**src/design/assert_macros.svh**
```systemverilog
// assertion macros used by the deframer rtl
// no dependencies; simulation builds get the checks, synthesis builds get nothing
`ifndef ASSERT_MACROS_SVH
`define ASSERT_MACROS_SVH

`ifndef SYNTHESIS

// clocked on clk_i, disabled while rst_ni is low
`define RSPDF_ASSERT(lbl, prop) \
  lbl: assert property (@(posedge clk_i) disable iff (!rst_ni) prop) \
    else $error("rspdf assertion failed");

// explicit clock and active-low reset
`define RSPDF_ASSERT_CLK(lbl, clk, rstn, prop) \
  lbl: assert property (@(posedge clk) disable iff (!rstn) prop) \
    else $error("rspdf assertion failed");

`else

`define RSPDF_ASSERT(lbl, prop)
`define RSPDF_ASSERT_CLK(lbl, clk, rstn, prop)

`endif

`endif

```
**src/design/rspdf_pkg.sv**
```systemverilog
// types, byte codes and helpers for the rsp packet deframer
// no dependencies
`default_nettype none

package rspdf_pkg;

  localparam int unsigned ByteW       = 8;
  localparam int unsigned KindW       = 3;
  localparam int unsigned BodyLenW    = 12;
  localparam int unsigned DigitW      = 5;
  localparam int unsigned MaxPacketDef = 4096;

  localparam logic [ByteW-1:0] ByteCtrlC = 8'h03;
  localparam logic [ByteW-1:0] ByteStart = 8'h24;  // '$'
  localparam logic [ByteW-1:0] ByteHash  = 8'h23;  // '#'
  localparam logic [ByteW-1:0] BytePlus  = 8'h2b;  // '+'
  localparam logic [ByteW-1:0] ByteMinus = 8'h2d;  // '-'

  typedef enum logic [KindW-1:0] {
    KindBody = 3'd0,
    KindGood = 3'd1,
    KindBad  = 3'd2,
    KindIntr = 3'd3,
    KindOvfl = 3'd4
  } kind_e;

  typedef enum logic [3:0] {
    PhHunt = 4'b0001,
    PhBody = 4'b0010,
    PhDig1 = 4'b0100,
    PhDig2 = 4'b1000
  } phase_e;

  typedef struct packed {
    kind_e                kind;
    logic [ByteW-1:0]     body_byte;
    logic                 send_ack;
    logic [ByteW-1:0]     ack_byte;
    logic [BodyLenW-1:0]  body_length;
    logic                 sum_ok;
  } res_t;

  // value in bits 3..0, bit 4 set when the byte is not a hex digit
  function automatic logic [DigitW-1:0] hex_digit(input logic [ByteW-1:0] b);
    logic [DigitW-1:0] d;
    if (b >= 8'h30 && b <= 8'h39) begin
      d = DigitW'(b - 8'h30);
    end else if (b >= 8'h61 && b <= 8'h66) begin
      d = DigitW'(b - 8'h57);
    end else if (b >= 8'h41 && b <= 8'h46) begin
      d = DigitW'(b - 8'h37);
    end else begin
      d = 5'h10;
    end
    return d;
  endfunction

endpackage

`default_nettype wire

```
**src/design/rspdf_if.sv**
```systemverilog
// valid/ready channel interfaces for received bytes, results and the mode register
// depends on rspdf_pkg
`default_nettype none

interface rspdf_rx_if;
  logic                       valid;
  logic                       ready;
  logic [rspdf_pkg::ByteW-1:0] rx_byte;

  modport source (output valid, output rx_byte, input ready);
  modport sink   (input valid, input rx_byte, output ready);
endinterface

interface rspdf_res_if;
  logic                          valid;
  logic                          ready;
  logic [rspdf_pkg::KindW-1:0]    kind;
  logic [rspdf_pkg::ByteW-1:0]    body_byte;
  logic                          send_ack;
  logic [rspdf_pkg::ByteW-1:0]    ack_byte;
  logic [rspdf_pkg::BodyLenW-1:0] body_length;
  logic                          sum_ok;

  modport source (output valid, output kind, output body_byte, output send_ack,
                  output ack_byte, output body_length, output sum_ok, input ready);
  modport sink   (input valid, input kind, input body_byte, input send_ack,
                  input ack_byte, input body_length, input sum_ok, output ready);
endinterface

interface rspdf_cfg_if;
  logic valid;
  logic ready;
  logic no_ack_mode;

  modport source (output valid, output no_ack_mode, input ready);
  modport sink   (input valid, input no_ack_mode, output ready);
endinterface

`default_nettype wire

```
**src/design/rspdf_core.sv**
```systemverilog
// packet phase machine: checksum, length and digit state, one byte per fire
// depends on rspdf_pkg and assert_macros.svh
`default_nettype none

`include "assert_macros.svh"

module rspdf_core #(
  parameter int unsigned MaxPacket = rspdf_pkg::MaxPacketDef
) (
  input  wire logic                        clk_i,
  input  wire logic                        rst_ni,
  input  wire logic                        fire_i,
  input  wire logic [rspdf_pkg::ByteW-1:0] byte_i,
  input  wire logic                        no_ack_i,
  output      logic                        has_res_o,
  output      rspdf_pkg::res_t             res_o
);
  import rspdf_pkg::*;

  localparam int unsigned LenW = $clog2(MaxPacket);
  localparam logic [LenW-1:0] LenMax = LenW'(MaxPacket - 1);

  phase_e              phase_q, phase_d;
  logic [ByteW-1:0]    sum_q, sum_d;
  logic [LenW-1:0]     len_q, len_d;
  logic [DigitW-1:0]   hi_q, hi_d;
  logic [DigitW-1:0]   digit;
  logic                ok;

  assign digit = hex_digit(byte_i);
  assign ok    = !hi_q[DigitW-1] && !digit[DigitW-1] &&
                 ({hi_q[3:0], digit[3:0]} == sum_q);

  always_comb begin
    phase_d   = phase_q;
    sum_d     = sum_q;
    len_d     = len_q;
    hi_d      = hi_q;
    has_res_o = 1'b0;
    res_o     = '0;
    res_o.kind = KindBody;
    case (phase_q)
      PhHunt: begin
        if (byte_i == ByteCtrlC) begin
          has_res_o  = 1'b1;
          res_o.kind = KindIntr;
        end else if (byte_i == ByteStart) begin
          phase_d = PhBody;
          sum_d   = '0;
          len_d   = '0;
          hi_d    = '0;
        end
      end
      PhBody: begin
        if (byte_i == ByteHash) begin
          phase_d = PhDig1;
        end else if (len_q >= LenMax) begin
          // body too long, byte dropped
          has_res_o         = 1'b1;
          res_o.kind        = KindOvfl;
          res_o.body_length = BodyLenW'(len_q);
          phase_d           = PhHunt;
        end else begin
          len_d             = len_q + 1'b1;
          sum_d             = sum_q + byte_i;
          has_res_o         = 1'b1;
          res_o.kind        = KindBody;
          res_o.body_byte   = byte_i;
          res_o.body_length = BodyLenW'(len_d);
        end
      end
      PhDig1: begin
        hi_d    = digit;
        phase_d = PhDig2;
      end
      PhDig2: begin
        has_res_o         = 1'b1;
        res_o.kind        = ok ? KindGood : KindBad;
        res_o.send_ack    = !no_ack_i;
        res_o.ack_byte    = no_ack_i ? '0 : (ok ? BytePlus : ByteMinus);
        res_o.body_length = BodyLenW'(len_q);
        res_o.sum_ok      = ok;
        phase_d           = PhHunt;
      end
      default: begin
        phase_d = PhHunt;
      end
    endcase
  end

  always_ff @(posedge clk_i or negedge rst_ni) begin
    if (!rst_ni) begin
      phase_q <= PhHunt;
      sum_q   <= '0;
      len_q   <= '0;
      hi_q    <= '0;
    end else if (fire_i) begin
      phase_q <= phase_d;
      sum_q   <= sum_d;
      len_q   <= len_d;
      hi_q    <= hi_d;
    end
  end

  `RSPDF_ASSERT(a_state_holds_idle, !fire_i |=> $stable(phase_q) && $stable(len_q))
  `RSPDF_ASSERT(a_ovfl_to_hunt,
    fire_i && has_res_o && res_o.kind == KindOvfl |=> phase_q == PhHunt)
  `RSPDF_ASSERT(a_start_clears,
    fire_i && phase_q == PhHunt && byte_i == ByteStart |=> len_q == '0 && sum_q == '0)
  `RSPDF_ASSERT(a_hash_keeps_len,
    fire_i && phase_q == PhBody && byte_i == ByteHash |=> phase_q == PhDig1 && $stable(len_q))

endmodule

`default_nettype wire

```
**src/design/rsp_packet_deframer_unit.sv**
```systemverilog
// top level of the rsp packet deframer: input register, phase machine, result register
// depends on rspdf_pkg, rspdf_if, rspdf_core
//
//   channel  dir  handshake    payload
//   rx_i     in   valid/ready  rx_byte
//   res_o    out  valid/ready  kind body_byte send_ack ack_byte body_length sum_ok
//   cfg_i    in   valid/ready  no_ack_mode (ready always high)
//
// one byte per cycle unless res_o stalls; accepted bytes pass input then result register
// the byte in the input register is processed as soon as the result register is free
// or the byte yields no item; bytes without a result never wait on res_o.ready
// reset puts the phase machine in hunting with sum and length cleared, no_ack_mode 0
`default_nettype none

module rsp_packet_deframer_unit #(
  parameter int unsigned MaxPacket = rspdf_pkg::MaxPacketDef
) (
  input  wire logic    clk_i,
  input  wire logic    rst_ni,
  rspdf_rx_if.sink     rx_i,
  rspdf_res_if.source  res_o,
  rspdf_cfg_if.sink    cfg_i
);
  import rspdf_pkg::*;

  logic             s1_vld_q;
  logic [ByteW-1:0] s1_byte_q;
  logic             out_vld_q;
  res_t             out_q;
  logic             no_ack_q;
  logic             has_res;
  res_t             res;
  logic             out_free;
  logic             fire;

  assign out_free   = !out_vld_q || res_o.ready;
  assign fire       = s1_vld_q && (!has_res || out_free);
  assign rx_i.ready = !s1_vld_q || fire;
  assign cfg_i.ready = 1'b1;

  rspdf_core #(
    .MaxPacket (MaxPacket)
  ) u_core (
    .clk_i     (clk_i),
    .rst_ni    (rst_ni),
    .fire_i    (fire),
    .byte_i    (s1_byte_q),
    .no_ack_i  (no_ack_q),
    .has_res_o (has_res),
    .res_o     (res)
  );

  always_ff @(posedge clk_i or negedge rst_ni) begin
    if (!rst_ni) begin
      s1_vld_q  <= 1'b0;
      out_vld_q <= 1'b0;
      no_ack_q  <= 1'b0;
    end else begin
      if (rx_i.valid && rx_i.ready) begin
        s1_vld_q <= 1'b1;
      end else if (fire) begin
        s1_vld_q <= 1'b0;
      end
      if (fire && has_res) begin
        out_vld_q <= 1'b1;
      end else if (res_o.ready) begin
        out_vld_q <= 1'b0;
      end
      if (cfg_i.valid) begin
        no_ack_q <= cfg_i.no_ack_mode;
      end
    end
  end

  // payload registers, no reset
  always_ff @(posedge clk_i) begin
    if (rx_i.valid && rx_i.ready) begin
      s1_byte_q <= rx_i.rx_byte;
    end
    if (fire && has_res) begin
      out_q <= res;
    end
  end

  assign res_o.valid       = out_vld_q;
  assign res_o.kind        = out_q.kind;
  assign res_o.body_byte   = out_q.body_byte;
  assign res_o.send_ack    = out_q.send_ack;
  assign res_o.ack_byte    = out_q.ack_byte;
  assign res_o.body_length = out_q.body_length;
  assign res_o.sum_ok      = out_q.sum_ok;

endmodule

`default_nettype wire
```
**src/flat_wrapper.sv**
```systemverilog
// flat-port wrapper written by rule: the top's interface ports become plain ports
module rsp_packet_deframer_unit_flat import rspdf_pkg::*;
#(
  parameter int unsigned MaxPacket = rspdf_pkg::MaxPacketDef
)
  (clk_i, rst_ni, rx_i_valid, rx_i_rx_byte, rx_i_ready, res_o_valid, res_o_kind, res_o_body_byte, res_o_send_ack, res_o_ack_byte, res_o_body_length, res_o_sum_ok, res_o_ready, cfg_i_valid, cfg_i_no_ack_mode, cfg_i_ready);
  rspdf_rx_if rx_i_i ();
  rspdf_res_if res_o_i ();
  rspdf_cfg_if cfg_i_i ();
  input  wire logic clk_i;
  input  wire logic rst_ni;
  input wire logic [$bits(rx_i_i.valid)-1:0] rx_i_valid;
  input wire logic [$bits(rx_i_i.rx_byte)-1:0] rx_i_rx_byte;
  output wire logic [$bits(rx_i_i.ready)-1:0] rx_i_ready;
  output wire logic [$bits(res_o_i.valid)-1:0] res_o_valid;
  output wire logic [$bits(res_o_i.kind)-1:0] res_o_kind;
  output wire logic [$bits(res_o_i.body_byte)-1:0] res_o_body_byte;
  output wire logic [$bits(res_o_i.send_ack)-1:0] res_o_send_ack;
  output wire logic [$bits(res_o_i.ack_byte)-1:0] res_o_ack_byte;
  output wire logic [$bits(res_o_i.body_length)-1:0] res_o_body_length;
  output wire logic [$bits(res_o_i.sum_ok)-1:0] res_o_sum_ok;
  input wire logic [$bits(res_o_i.ready)-1:0] res_o_ready;
  input wire logic [$bits(cfg_i_i.valid)-1:0] cfg_i_valid;
  input wire logic [$bits(cfg_i_i.no_ack_mode)-1:0] cfg_i_no_ack_mode;
  output wire logic [$bits(cfg_i_i.ready)-1:0] cfg_i_ready;
  assign rx_i_i.valid = rx_i_valid;
  assign rx_i_i.rx_byte = rx_i_rx_byte;
  assign rx_i_ready = rx_i_i.ready;
  assign res_o_valid = res_o_i.valid;
  assign res_o_kind = res_o_i.kind;
  assign res_o_body_byte = res_o_i.body_byte;
  assign res_o_send_ack = res_o_i.send_ack;
  assign res_o_ack_byte = res_o_i.ack_byte;
  assign res_o_body_length = res_o_i.body_length;
  assign res_o_sum_ok = res_o_i.sum_ok;
  assign res_o_i.ready = res_o_ready;
  assign cfg_i_i.valid = cfg_i_valid;
  assign cfg_i_i.no_ack_mode = cfg_i_no_ack_mode;
  assign cfg_i_ready = cfg_i_i.ready;
  rsp_packet_deframer_unit #(.MaxPacket(MaxPacket)) u_core (.clk_i(clk_i), .rst_ni(rst_ni), .rx_i(rx_i_i), .res_o(res_o_i), .cfg_i(cfg_i_i));
endmodule
```
**config.mk**
```make
export PLATFORM = sky130hd
export DESIGN_NAME = rsp_packet_deframer_unit_flat
export DESIGN_NICKNAME = d
export VERILOG_FILES = /design/src/design/rspdf_pkg.sv /design/src/design/rspdf_if.sv /design/src/design/rspdf_core.sv /design/src/design/rsp_packet_deframer_unit.sv /design/src/flat_wrapper.sv
export VERILOG_INCLUDE_DIRS = /design/src /design/src/design
export SDC_FILE = /design/constraint.sdc
export NUM_CORES = 1
export LEC_CHECK = 0
export ABC_AREA = 1
export BUFFER_PORTS_ARGS = -buffer_cell sky130_fd_sc_hd__buf_2
export CAP_MARGIN = 10
export CELL_PAD_IN_SITES_DETAIL_PLACEMENT = 1
export CELL_PAD_IN_SITES_GLOBAL_PLACEMENT = 2
export CORE_ASPECT_RATIO = 1.75
export CORE_MARGIN = 4
export CORE_UTILIZATION = 38
export DETAILED_ROUTE_END_ITERATION = 8
export PLACE_DENSITY_LB_ADDON = 0.3
export SLEW_MARGIN = 25
export SYNTH_ARGS = -nofsm -noshare
export SYNTH_HDL_FRONTEND = slang
export SYNTH_SLANG_ARGS = --single-unit
export TNS_END_PERCENT = 100
```
**constraint.sdc**
```tcl
create_clock -name clk_i -period 4.1 [get_ports clk_i]
set_input_delay 0.41 -clock clk_i [delete_from_list [all_inputs] [get_ports clk_i]]
set_output_delay 0.41 -clock clk_i [all_outputs]
set_load 0.005 [all_outputs]
```
Word level (Yosys, flattened, before mapping)
Index checks and enable logic that the tools add are counted.
{"block": "word_totals", "register_bits": 73, "out_inout_bits": 36}
{"block": "op_classes", "add_sub_neg": 5, "order_cmp": 7, "n_eq_ne": 13, "n_mux": 37, "bitwise_logic": 2, "n_reduce_logical": 27}
{"operator": "$mux 12", "n": 5}
{"operator": "$pmux 12 s2", "n": 2}
{"operator": "$mux 8", "n": 5}
{"operator": "$mux 5", "n": 5}
{"operator": "$eq 8x6->1 const B", "n": 2}
{"operator": "$ge 8x7->1 const B", "n": 2}
{"operator": "$le 8x7->1 const B", "n": 2}
{"operator": "$mux 4", "n": 4}
{"operator": "$pmux 8 s2", "n": 1}
{"operator": "$sub 5x5->5 const B", "n": 3}
{"operator": "$add 12x1->12 const B", "n": 1}
{"operator": "$ge 12x12->1 const B", "n": 1}
{"operator": "$pmux 4 s3", "n": 1}
{"operator": "$mux 11", "n": 1}
{"operator": "$pmux 5 s2", "n": 1}
{"operator": "$pmux 3 s3", "n": 1}
{"operator": "$add 8x8->8", "n": 1}
{"operator": "$eq 8x2->1 const B", "n": 1}
{"operator": "$eq 8x8->1", "n": 1}
{"operator": "$ge 8x6->1 const B", "n": 1}
{"operator": "$le 8x6->1 const B", "n": 1}
{"operator": "$logic_and 1x1->1", "n": 8}
{"operator": "$ne 2x2->1 const B", "n": 4}
{"operator": "$reduce_and 4->1", "n": 2}
{"operator": "other kinds (17)", "n": 35}

Longest topological paths before layout
Gate-level depths: netlist (run 1).
{"block": "logic_depth", "depth_word": 10, "ltp_mapped": 15, "depth_no_buf": 15}

Hierarchy
A second synthesis (run 1) with hierarchy kept.
{"block": "unflattened", "cells_unflattened": 415, "hier_area_um2": 3897.5}
{"module": "rspdf_core", "n_inst": 1, "cells_per_inst": 353, "area_each_um2": 2507.4, "seq_area_each_um2": 726.9}
{"module": "rsp_packet_deframer_unit", "n_inst": 1, "cells_per_inst": 62, "area_each_um2": 1390.1, "seq_area_each_um2": 1306.3}

Worst setup path after synthesis (run 1)
Ideal clock, no wire load.
{"block": "synth_timing", "path_type": "register to register", "start": "reg u_core.s1_byte_q[0]", "end": "reg u_core.out_q (netlist bit u_core.res_o.ack_byte[1]) (enable)", "t_arrival_ns": 2.055, "path_slack_ns": 1.663, "path_stages_with_launch": 12, "path_buffers": 0, "period_less_slack_ns": 2.437, "cell_sequence": "edfxtp_1 -> ha_1 -> inv_1 -> nor3_4 -> nand2_2 -> nand2_4 -> nand3_2 -> nand2_2 -> nand2_1 -> inv_1 -> nand2_1 -> inv_1"}
{"block": "synth_between", "elab_chain_cells": 7, "word_cells_on_any_way": 9, "cone_classes": "eq/ne: 2; mux: 3; reduce/logical: 4"}
{"item": "start: declaration", "line_no": "rsp_packet_deframer_unit.sv:27", "source": "logic [ByteW-1:0] s1_byte_q;"}
{"item": "start signal: assignment", "line_no": "rsp_packet_deframer_unit.sv:78", "source": "s1_byte_q <= rx_i.rx_byte;"}
{"item": "$eq 8x6->1 or $eq 8x2->1 (tied branches)", "line_no": "rspdf_core.sv:55, rspdf_core.sv:44"}
{"item": "$mux 1, on equally long branches", "line_no": "rspdf_core.sv:55, rspdf_core.sv:44"}
{"item": "$pmux 1 s3 *", "line_no": "rspdf_core.sv:42", "source": "case (phase_q)"}
{"item": "$logic_not 1->1", "line_no": "rsp_packet_deframer_unit.sv:37", "source": "assign fire = s1_vld_q && (!has_res || out_free);"}
{"item": "$logic_or 1x1->1", "line_no": "rsp_packet_deframer_unit.sv:37"}
{"item": "$logic_and 1x1->1", "line_no": "rsp_packet_deframer_unit.sv:37"}
{"item": "$logic_and 1x1->1 *", "line_no": "rsp_packet_deframer_unit.sv:80", "source": "if (fire && has_res) begin"}
{"item": "end signal: assignment", "line_no": "rsp_packet_deframer_unit.sv:81", "source": "out_q <= res;"}
{"item": "end: declaration", "line_no": "rsp_packet_deframer_unit.sv:29", "source": "res_t out_q;"}
Every way passes the cells marked *; elsewhere a longest branch is shown, timed or not.
A chain may end at the register's enable or synchronous reset.

Worst setup path in the final report (run 1)
{"block": "layout_timing", "start": "reg u_core.s1_byte_q[0]", "end": "reg u_core.out_q (netlist bit u_core.res_o.kind[1]) (enable)"}
Same word-level chain as after synthesis.

==> flow_summary.json, run 1 <==
{
  "outcome": "finished, final reports clean",
  "grt_max_degree": 33,
  "h-tree-depth": 3,
  "grt_pass1_vias": 3358,
  "hpwl_um": 8270,
  "routabilityCongestion": 0.826,
  "ys_ff_latch": 68,
  "clock_skew_ns": 0.00693,
  "cts_root_buf": "clkbuf_16",
  "boundaryPins": 50,
  "rrSetupSlack_ns": 1.22,
  "fin_util": 0.454,
  "hold_viol": 0,
  "first_iter_violations": 90,
  "worst_pin_slew_ns": 0.802,
  "crit_chain": "ha_1, inv_1, nor3_4, nand2_2, nand2_4, nand3_2, nand2_2, nand2_1, inv_1, nand2_1, inv_1, buf_4",
  "final_antenna_net_count": 0,
  "initial_core_util": 0.389,
  "crit_required_ns": 4.13,
  "core_area_mm2": 0.00991,
  "cts_setup_buffers": 0,
  "post-synth-top-area-cell": "edfxtp_1",
  "drive_above_1_share": 0.224,
  "critPathMaxStageDelay_ns": 0.52,
  "fp-row-count": 48,
  "ir_drop_mv": 0.244,
  "synthCells": 427,
  "final_cell_mix": "101 x nand2_1, 45 x buf_2, 44 x inv_1",
  "syn_to_final_growth_pct": 16.6,
  "vias": 3059,
  "cts_tree": "built",
  "netlist_area_mm2": 0.00386,
  "grt_pass1_wl_um": 17300,
  "whs_ns": 0.147,
  "min_period_ns": 2.88,
  "cp_slowest_cell": "inv_1",
  "fp.dieW_um": 84.2,
  "synth.distinct_cells": 40,
  "fmax_ghz": 0.347,
  "arrival_ns": 2.91,
  "maxCapViolCount": 0,
  "dieArea_mm2": 0.0119,
  "cts_buffers": 9,
  "critPathCaptureType": "flop",
  "io_buffers": 45,
  "fillCellCount": 1200,
  "worstSetupPathType": "reg -> reg",
  "layout.cells.most_common": "nand2_1",
  "antenna_found_initial": 0,
  "drt_wl_total_um": 10500,
  "dp_slack_ns": 1.22,
  "ys_warn_count": 0,
  "start_kind": "flop",
  "crit_top_cell": "inv_1",
  "setup_slack_ns": 1.22,
  "avgRoutedWirePerCell_um": 17.3,
  "grt_usage": 0.188,
  "timing.slew.headroom": 0.465,
  "seqCellArea_mm2": 0.00188,
  "ys_seq_area_frac": 0.488,
  "ctsResizeCount": 0,
  "clock_latency_ns": 0.34,
  "finalSetupTns_ns": 0,
  "cp_max_fo": 17,
  "multi_input_area_mm2": 0.00169,
  "nets": 504,
  "num_antenna_cells": 0,
  "period_share": 0.702,
  "hold_path_class": "in -> async",
  "drc": 0,
  "grt-ovfl-total": 0,
  "drtPass1Iterations": 4,
  "maxSlewViolCount": 0,
  "numClockSinks": 68,
  "pwr_density_cell_mw_per_mm2": 405,
  "die_h_um": 141,
  "power.leakage_nw": 2.11,
  "finalSetupViolations": 0,
  "cts.clk_slew.worst_paths_ns": 0.06,
  "synthTopCellsByArea": "edfxtp_1 28%, dfrtp_1 20%, nand2_1 9.8%",
  "cts_hold_buf": 0,
  "syn_avg_cell_area_um2": 9.03,
  "synth_top_cell_area_share": 0.280,
  "via_per_inst": 5.04,
  "rsz0062_at_grt": "no",
  "clk_path_buf_depth": 2
}
==> report_power, final <==
group,leakage (nW),total (mW),switching (mW),internal [mW]
Clock,0.155,0.829,0.300,0.530
Combinational,1.16,0.225,0.158,0.0665
Sequential,0.789,0.768,0.0282,0.740
Total,2.11,1.82,0.486,1.34
==> flip-flops by register name (all words and copies together) (netlist names) <==
register,flops
u_core.res_o.body_length,12
u_core.u_core.len_q,12
u_core.res_o.body_byte,8
u_core.s1_byte_q,8
u_core.u_core.sum_q,8
u_core.u_core.hi_q,5
u_core.u_core.phase_q,4
u_core.res_o.ack_byte,3
u_core.res_o.kind,3
u_core.no_ack_q,1
u_core.res_o.send_ack,1
u_core.res_o.sum_ok,1
u_core.res_o.valid,1
u_core.s1_vld_q,1
==> layout make-up <==
| class | count | share of cell area |
|---|---|---|
| timing repair buffer | 48 | 0.0551 |
| clock inverter | 7 | 0.0203 |
| clock buffer | 9 | 0.0501 |
| sequential | 68 | 0.419 |
| tap | 125 | 0.0348 |
| inverter | 54 | 0.0451 |
| multi-input combinational | 296 | 0.376 |
==> final timing paths <==
| path | end | startpoint | cells after the start |
|---|---|---|---|
| setup / recovery | u_core.res_o.kind[1] | u_core.s1_byte_q[0] | 12 |
| hold / removal | u_core.u_core.len_q[4] | rst_ni | 1 |
| setup reg to reg | u_core.res_o.kind[1] | u_core.s1_byte_q[0] | 12 |
| hold reg to reg | u_core.u_core.hi_q[0] | u_core.u_core.hi_q[0] | 2 |
| max in group asynchronous | u_core.u_core.len_q[11] | rst_ni | 1 |
| min in group clk_i | u_core.s1_byte_q[4] | rx_i_rx_byte[4] | 1 |
==> worst max-delay path, delay by kind of cell (launching register included) <==
family / cells / cell delay [ns]
buffers and inverters: 4 / 1.00
adders and majority gates: 1 / 0.26
and+or+nand+nor: 7 / 0.81
DFF: 1 / 0.50
==> through the flow <==
stage / instance area [um^2] / power (mW) / instances
2_1_floorplan: 3860 / 0.958 / 429
3_3_place_gp: 4180 / 1.00 / 591
3_5_place_dp: 4180 / 1.01 / 591
4_1_cts: 4500 / 1.84 / 607
5_1_grt: 4500 / 1.90 / 607
6_report: 4500 / 1.82 / 607
==> cell usage after synthesis <==
cell type,number
nand2_1,101
inv_1,44
nand3_1,37
edfxtp_1,36
nor2_1,33
dfrtp_1,31
o21ai_0,18
ha_1,12
inv_2,10
o21ai_1,10
xor2_1,10
a21oi_1,7
xnor2_1,7
buf_4,6
nand3_2,6
nand4_1,6
o22ai_1,6
nand2_2,5
o21ai_2,5
nor2_4,4
nor3_4,4
buf_6,3
nand2_4,3
nor2_2,3
conb_1,2
nor3_1,2
o211ai_1,2
o31ai_1,2
a21o_1,1
a21oi_2,1
buf_2,1
clkbuf_1,1
dfstp_2,1
fa_1,1
mux2_2,1
mux2i_1,1
nand3b_1,1
nand4_4,1
nor3b_1,1
nor4_1,1
==> logic make-up (layout without fill, tap and decap cells) <==
family	Yosys count	after routing	synth area share
xor+xnor	17	17	0.0386
simple gates	208	208	0.268
mux	2	2	0.00552
buf+inv	65	118	0.0753
other cells	2	4	0.00195
compound gates	52	52	0.0785
flops	68	68	0.488
fa+ha+maj	13	13	0.0441
==> layer usage <==
| metal | share of wire | global-route usage | vias up |
|---|---|---|---|
| li1 | - | - | 1503 |
| met1 | 0.34 | 0.179 | 1478 |
| met2 | 0.60 | 0.378 | 52 |
| met3 | 0.023 | 0.0285 | 26 |
| met4 | 0.040 | 0.0958 | 0 |
| met5 | 0 | 0 | - |
Power figures use the tool's default switching activity.
==> run 2: changes to the inputs <==
--- a/config.mk
+++ b/config.mk
@@ -13,7 +13,7 @@
 export CELL_PAD_IN_SITES_GLOBAL_PLACEMENT = 2
 export CORE_ASPECT_RATIO = 1.75
 export CORE_MARGIN = 4
-export CORE_UTILIZATION = 38
+export CORE_UTILIZATION = 36
 export DETAILED_ROUTE_END_ITERATION = 8
 export PLACE_DENSITY_LB_ADDON = 0.3
 export SLEW_MARGIN = 25
==> constraint.sdc (replaced) <==
create_clock -name clk_i -period 2.72 [get_ports clk_i]
set_input_delay 0.272 -clock clk_i [delete_from_list [all_inputs] [get_ports clk_i]]
set_output_delay 0.272 -clock clk_i [all_outputs]
set_load 0.005 [all_outputs]
==> run 2 against run 1 <==
Total power is 51% higher. Combinational power is 54% higher. Highest routed layer unchanged. Non-clock buffer count is 2 higher. Via count is 2.3% higher. Largest power group unchanged. Clock power is 51% higher. Fmax is 20% higher. Cell count is 0.66% higher. Cell area is 0.67% higher. Register-to-register slack worse by 0.89 ns. Worst hold slack worse by 0.13 ns. First-iteration DRC count is 10% higher.
==> flow_summary.json, run 2 (synthesis gave the netlist of run 1 again) <==
{
  "hold_viol": 0,
  "fmax_ghz": 0.418,
  "grt_use_met3": 0.0301,
  "via_per_inst": 5.12,
  "first_iter_violations": 99,
  "clk_path_buf_depth": 2,
  "clock_latency_ns": 0.33,
  "finalSetupViolations": 0,
  "dieArea_mm2": 0.0125,
  "min_period_ns": 2.39,
  "cp_slowest_cell": "edfxtp_1",
  "timing.slew.headroom": 0.472,
  "initial_core_util": 0.372,
  "power_mw": 2.76,
  "vias": 3129,
  "cts.clk_slew.worst_paths_ns": 0.06,
  "cts_setup_buffers": 0,
  "use_met2": 0.364,
  "hpwl_um": 8160,
  "critPathMaxStageDelay_ns": 0.51,
  "cp_max_fo": 14,
  "clock_skew_ns": 0.00493,
  "hold_path_class": "in -> async",
  "ctsResizeCount": 0,
  "power.leakage_nw": 2.11,
  "grt-ovfl-total": 0,
  "start_kind": "flop",
  "crit_top_cell": "nand2_2",
  "h-tree-depth": 3,
  "drt_wl_total_um": 10600,
  "num_antenna_cells": 0,
  "grt_max_degree": 33,
  "maxCapViolCount": 0,
  "worst_pin_slew_ns": 0.792,
  "drtPass1Iterations": 4,
  "numClockSinks": 68,
  "crit_chain": "ha_1, inv_1, nor3_4, nand2_2, nand2_4, nand3_2, nand2_2, nand2_1, nor2_4, buf_4, nand3_1, o21ai_1",
  "worstSetupPathType": "reg -> reg",
  "pwr_density_cell_mw_per_mm2": 610,
  "final_cell_mix": "101 x nand2_1, 45 x buf_2, 44 x inv_1",
  "final_antenna_net_count": 0,
  "rsz0062_at_grt": "no",
  "crit_required_ns": 2.98,
  "cts_hold_buf": 0,
  "boundaryPins": 50,
  "drc": 0,
  "period_share": 0.879,
  "grt_usage": 0.181,
  "grt_busiest_layer": "met2",
  "fp.dieW_um": 86.2,
  "nets": 506,
  "routabilityCongestion": 0.793,
  "met1_usage": 0.175,
  "io_buffers": 45,
  "antenna_found_initial": 0,
  "grt_pass1_wl_um": 17300,
  "cts_buffers": 9,
  "avgRoutedWirePerCell_um": 17.3,
  "fp-row-count": 49,
  "finalSetupTns_ns": 0,
  "outcome": "finished, final reports clean",
  "maxSlewViolCount": 0,
  "cts_root_buf": "clkbuf_16",
  "grt_pass1_vias": 3419,
  "critPathCaptureType": "flop",
  "layout.cells.most_common": "nand2_1",
  "die_h_um": 145,
  "drive_above_1_share": 0.227,
  "syn_to_final_growth_pct": 17.4,
  "core_area_mm2": 0.0104,
  "cts_tree": "built",
  "arrival_ns": 2.65,
  "ir_drop_mv": 0.358
}
-- run 2: cell types whose count changed in the layout (fill, tap and decap cells not counted) --
cell / change
buf_4: +1
buf_12: +1
-- run 2: critical path, delay by kind of cell, from the launching register on --
kind	cells	cell delay, ns
buffers and inverters	2	0.35
AOI/OAI and AO/OA	1	0.09
DFF	1	0.51
adders and majority gates	1	0.30
and+or+nand+nor	8	1.06
-- run 2: per-layer routing --
metal	part of all wire	vias up	wire length, um
li1	-	1510	-
met1	0.35	1564	3650
met2	0.61	39	6430
met3	0.024	16	255
met4	0.021	0	217
met5	0	-	0
-- run 2: stage by stage --
stage,instances,instance area (um^2),setup WS [ns],hold WS [ns],util
2_1_floorplan,429,3860,0.283,-0.0236,-
3_3_place_gp,595,4210,0.414,0.405,0.406
3_5_place_dp,595,4210,0.348,0.428,0.406
4_1_cts,611,4530,0.312,0.0469,0.437
5_1_grt,611,4530,0.125,0.0811,0.437
6_report,611,4530,0.330,0.0201,0.437
-- run 2: cell type report --
cell class,count,area [um^2]
clock buffers,9,225
clock inverters,7,91.3
fillers,1267,5830
inverters,54,203
multi-input cells,296,1690
flip-flops and latches,68,1880
well taps,127,159
repair buffers,50,275
-- run 2: where the power goes --
part           leakage (nW)  internal [mW]  switching (mW)
Clock                 0.155          0.798           0.451
Combinational          1.17          0.109           0.238
Sequential            0.785           1.12          0.0479
-- run 2: final timing paths --
kind / end / slack, ns / depth (start not counted) / start
max: u_core.u_core.len_q[7] / 0.33 / 12 / u_core.s1_byte_q[1]
min: u_core.u_core.len_q[3] / 0.02 / 1 / rst_ni
max reg2reg: u_core.u_core.len_q[7] / 0.33 / 12 / u_core.s1_byte_q[1]
min reg2reg: u_core.u_core.hi_q[0] / 0.49 / 2 / u_core.u_core.hi_q[0]
max in group asynchronous: u_core.u_core.phase_q[1] / 2.20 / 1 / rst_ni
min in group clk_i: u_core.s1_byte_q[4] / 0.11 / 1 / rx_i_rx_byte[4]
==> run 3: changes to the inputs <==
--- a/config.mk
+++ b/config.mk
@@ -7,14 +7,15 @@
 export NUM_CORES = 1
 export LEC_CHECK = 0
 export ABC_AREA = 1
-export BUFFER_PORTS_ARGS = -buffer_cell sky130_fd_sc_hd__buf_2
 export CAP_MARGIN = 10
 export CELL_PAD_IN_SITES_DETAIL_PLACEMENT = 1
 export CELL_PAD_IN_SITES_GLOBAL_PLACEMENT = 2
 export CORE_ASPECT_RATIO = 1.75
 export CORE_MARGIN = 4
-export CORE_UTILIZATION = 36
+export CORE_UTILIZATION = 39
 export DETAILED_ROUTE_END_ITERATION = 8
+export DONT_BUFFER_PORTS = 1
+export GPL_ROUTABILITY_DRIVEN = 0
 export PLACE_DENSITY_LB_ADDON = 0.3
 export SLEW_MARGIN = 25
 export SYNTH_ARGS = -nofsm -noshare
==> run 3 against run 2 <==
Register-to-register slack got worse by 0.06 ns. Core utilization rose by 1.4 points. Total power up 0.53%. Worst hold slack improved by 0.011 ns. First-iteration DRC count is 3.0% lower. Count of clock-buffer cells in the layout is the same. Fmax decreased by 2.3%. Critical path type unchanged.
==> flow_summary.json, run 3 (synthesis gave the netlist of run 1 again) <==
{
  "min_period_ns": 2.45,
  "period_share": 0.899,
  "final_cell_mix": "101 x nand2_1, 44 x inv_1, 37 x nand3_1",
  "hold_path_class": "in -> reg",
  "cp.depth": 11,
  "vias": 2921,
  "finalSetupTns_ns": 0,
  "maxSlewViolCount": 0,
  "io_buffers": 0,
  "grt_pass1_vias": 3301,
  "cts_buffers": 9,
  "start_kind": "flop",
  "grt-ovfl-total": 0,
  "drt_wl_total_um": 9990,
  "crit_chain": "ha_1, inv_1, nor3_4, nand2_2, nand2_4, nand3_2, nand2_2, nand2_1, nor2_4, nand2_1, o21ai_1",
  "power.leakage_nw": 1.94,
  "first_iter_violations": 96,
  "core_area_mm2": 0.00959,
  "cts.clk_slew.worst_paths_ns": 0.06,
  "drtPass1Iterations": 4,
  "numClockSinks": 68,
  "endpoint": "u_core.u_core.len_q[1]",
  "rsz0062_at_grt": "no",
  "antenna_found_initial": 0,
  "critPathMaxStageDelay_ns": 0.52,
  "hpwl_um": 7830,
  "h-tree-depth": 3,
  "drc": 0,
  "ctsResizeCount": 0,
  "crit_required_ns": 2.98,
  "ir_drop_mv": 0.298,
  "critical_path.startpoint": "u_core.s1_byte_q[0]",
  "num_antenna_cells": 0,
  "grt_pass1_wl_um": 17000,
  "outcome": "finished, final reports clean",
  "rr_worst_depth": 11,
  "r2r_end": "u_core.u_core.len_q[1]",
  "avgRoutedWirePerCell_um": 17.8,
  "worstSetupPathType": "reg -> reg",
  "dp_slack_ns": 0.278,
  "cp_max_fo": 17,
  "pwr_density_cell_mw_per_mm2": 642,
  "arrival_ns": 2.71,
  "cpLargestDelayFamily": "simple AND/OR/NAND/NOR gates",
  "syn_to_final_growth_pct": 12.0,
  "dpl_cell_area_mm2": 0.00397,
  "via_per_inst": 5.19,
  "whs_ns": 0.0313,
  "fmax_ghz": 0.409,
  "die_h_um": 140,
  "initial_core_util": 0.402,
  "cts_tree": "built",
  "final_antenna_net_count": 0,
  "drive_above_1_share": 0.150,
  "fp.dieW_um": 83.2,
  "r2r-start": "u_core.s1_byte_q[0]",
  "grt_usage": 0.187,
  "hold_viol": 0,
  "grt_max_degree": 33,
  "cp_slowest_cell": "edfxtp_1",
  "final_area_mm2": 0.00432,
  "cts_setup_buffers": 0,
  "critPathBufInv": 1,
  "dieArea_mm2": 0.0116,
  "setup_slack_ns": 0.275,
  "clock_latency_ns": 0.34,
  "finalSetupViolations": 0,
  "nets": 463,
  "power_mw": 2.78,
  "layout.cells.most_common": "nand2_1",
  "clk_path_buf_depth": 2,
  "rrSetupSlack_ns": 0.27,
  "cts_root_buf": "clkbuf_16",
  "maxCapViolCount": 0,
  "boundaryPins": 50,
  "fp-row-count": 47,
  "clock_skew_ns": 0.00960,
  "critPathCaptureType": "flop",
  "cts_hold_buf": 2
}
==> run 3: changes by cell type in the layout (fill, tap and decap cells not counted), sizes merged <==
cell,before,now
dlygate4sd3,0,1
inv,54,56
buf,50,6
clkinv,4,2
==> run 3: worst min-delay path by stage <==
| stage | startpoint | end | slack, ns | depth (start not counted) |
|---|---|---|---|---|
| finish | rx_i_rx_byte[0] | u_core.s1_byte_q[0] | 0.03 | 0 |
| global route | rx_i_rx_byte[0] | u_core.s1_byte_q[0] | 0.01 | 0 |
| CTS | rx_i_rx_byte[0] | u_core.s1_byte_q[0] | 0.01 | 0 |
| detailed placement | rst_ni | u_core.u_core.len_q[3] | -0.02 | 0 |
| global placement | rst_ni | u_core.u_core.len_q[3] | -0.02 | 0 |
| floorplan | rst_ni | u_core.no_ack_q | -0.02 | 0 |
==> run 3: power breakdown <==
part | total, mW | internal [mW] | leakage [nW] | switching [mW]
combinational | 0.333 | 0.101 | 0.996 | 0.231
clock | 1.28 | 0.809 | 0.156 | 0.471
sequential | 1.16 | 1.12 | 0.785 | 0.0470
==> run 3: cell type report <==
cell class | instances | area, um^2
clock buffers | 9 | 225
fillers | 1127 | 5270
well taps | 122 | 153
repair buffers | 7 | 67.6
clock inverters | 7 | 98.8
inverters | 54 | 203
multi-input cells | 296 | 1690
flip-flops and latches | 68 | 1880
==> run 3: metrics by stage <==
stage               utilization  instances
finish                    0.451        563
detailed placement        0.414        545
floorplan                     -        429
global route              0.451        563
CTS                       0.451        563
global placement          0.414        545
==> run 3: per-layer routing <==
layer	part of all wire	global-route usage
met1	0.36	0.179
met3	0.022	0.0337
met5	0	0
met2	0.60	0.375
met4	0.024	0.0844
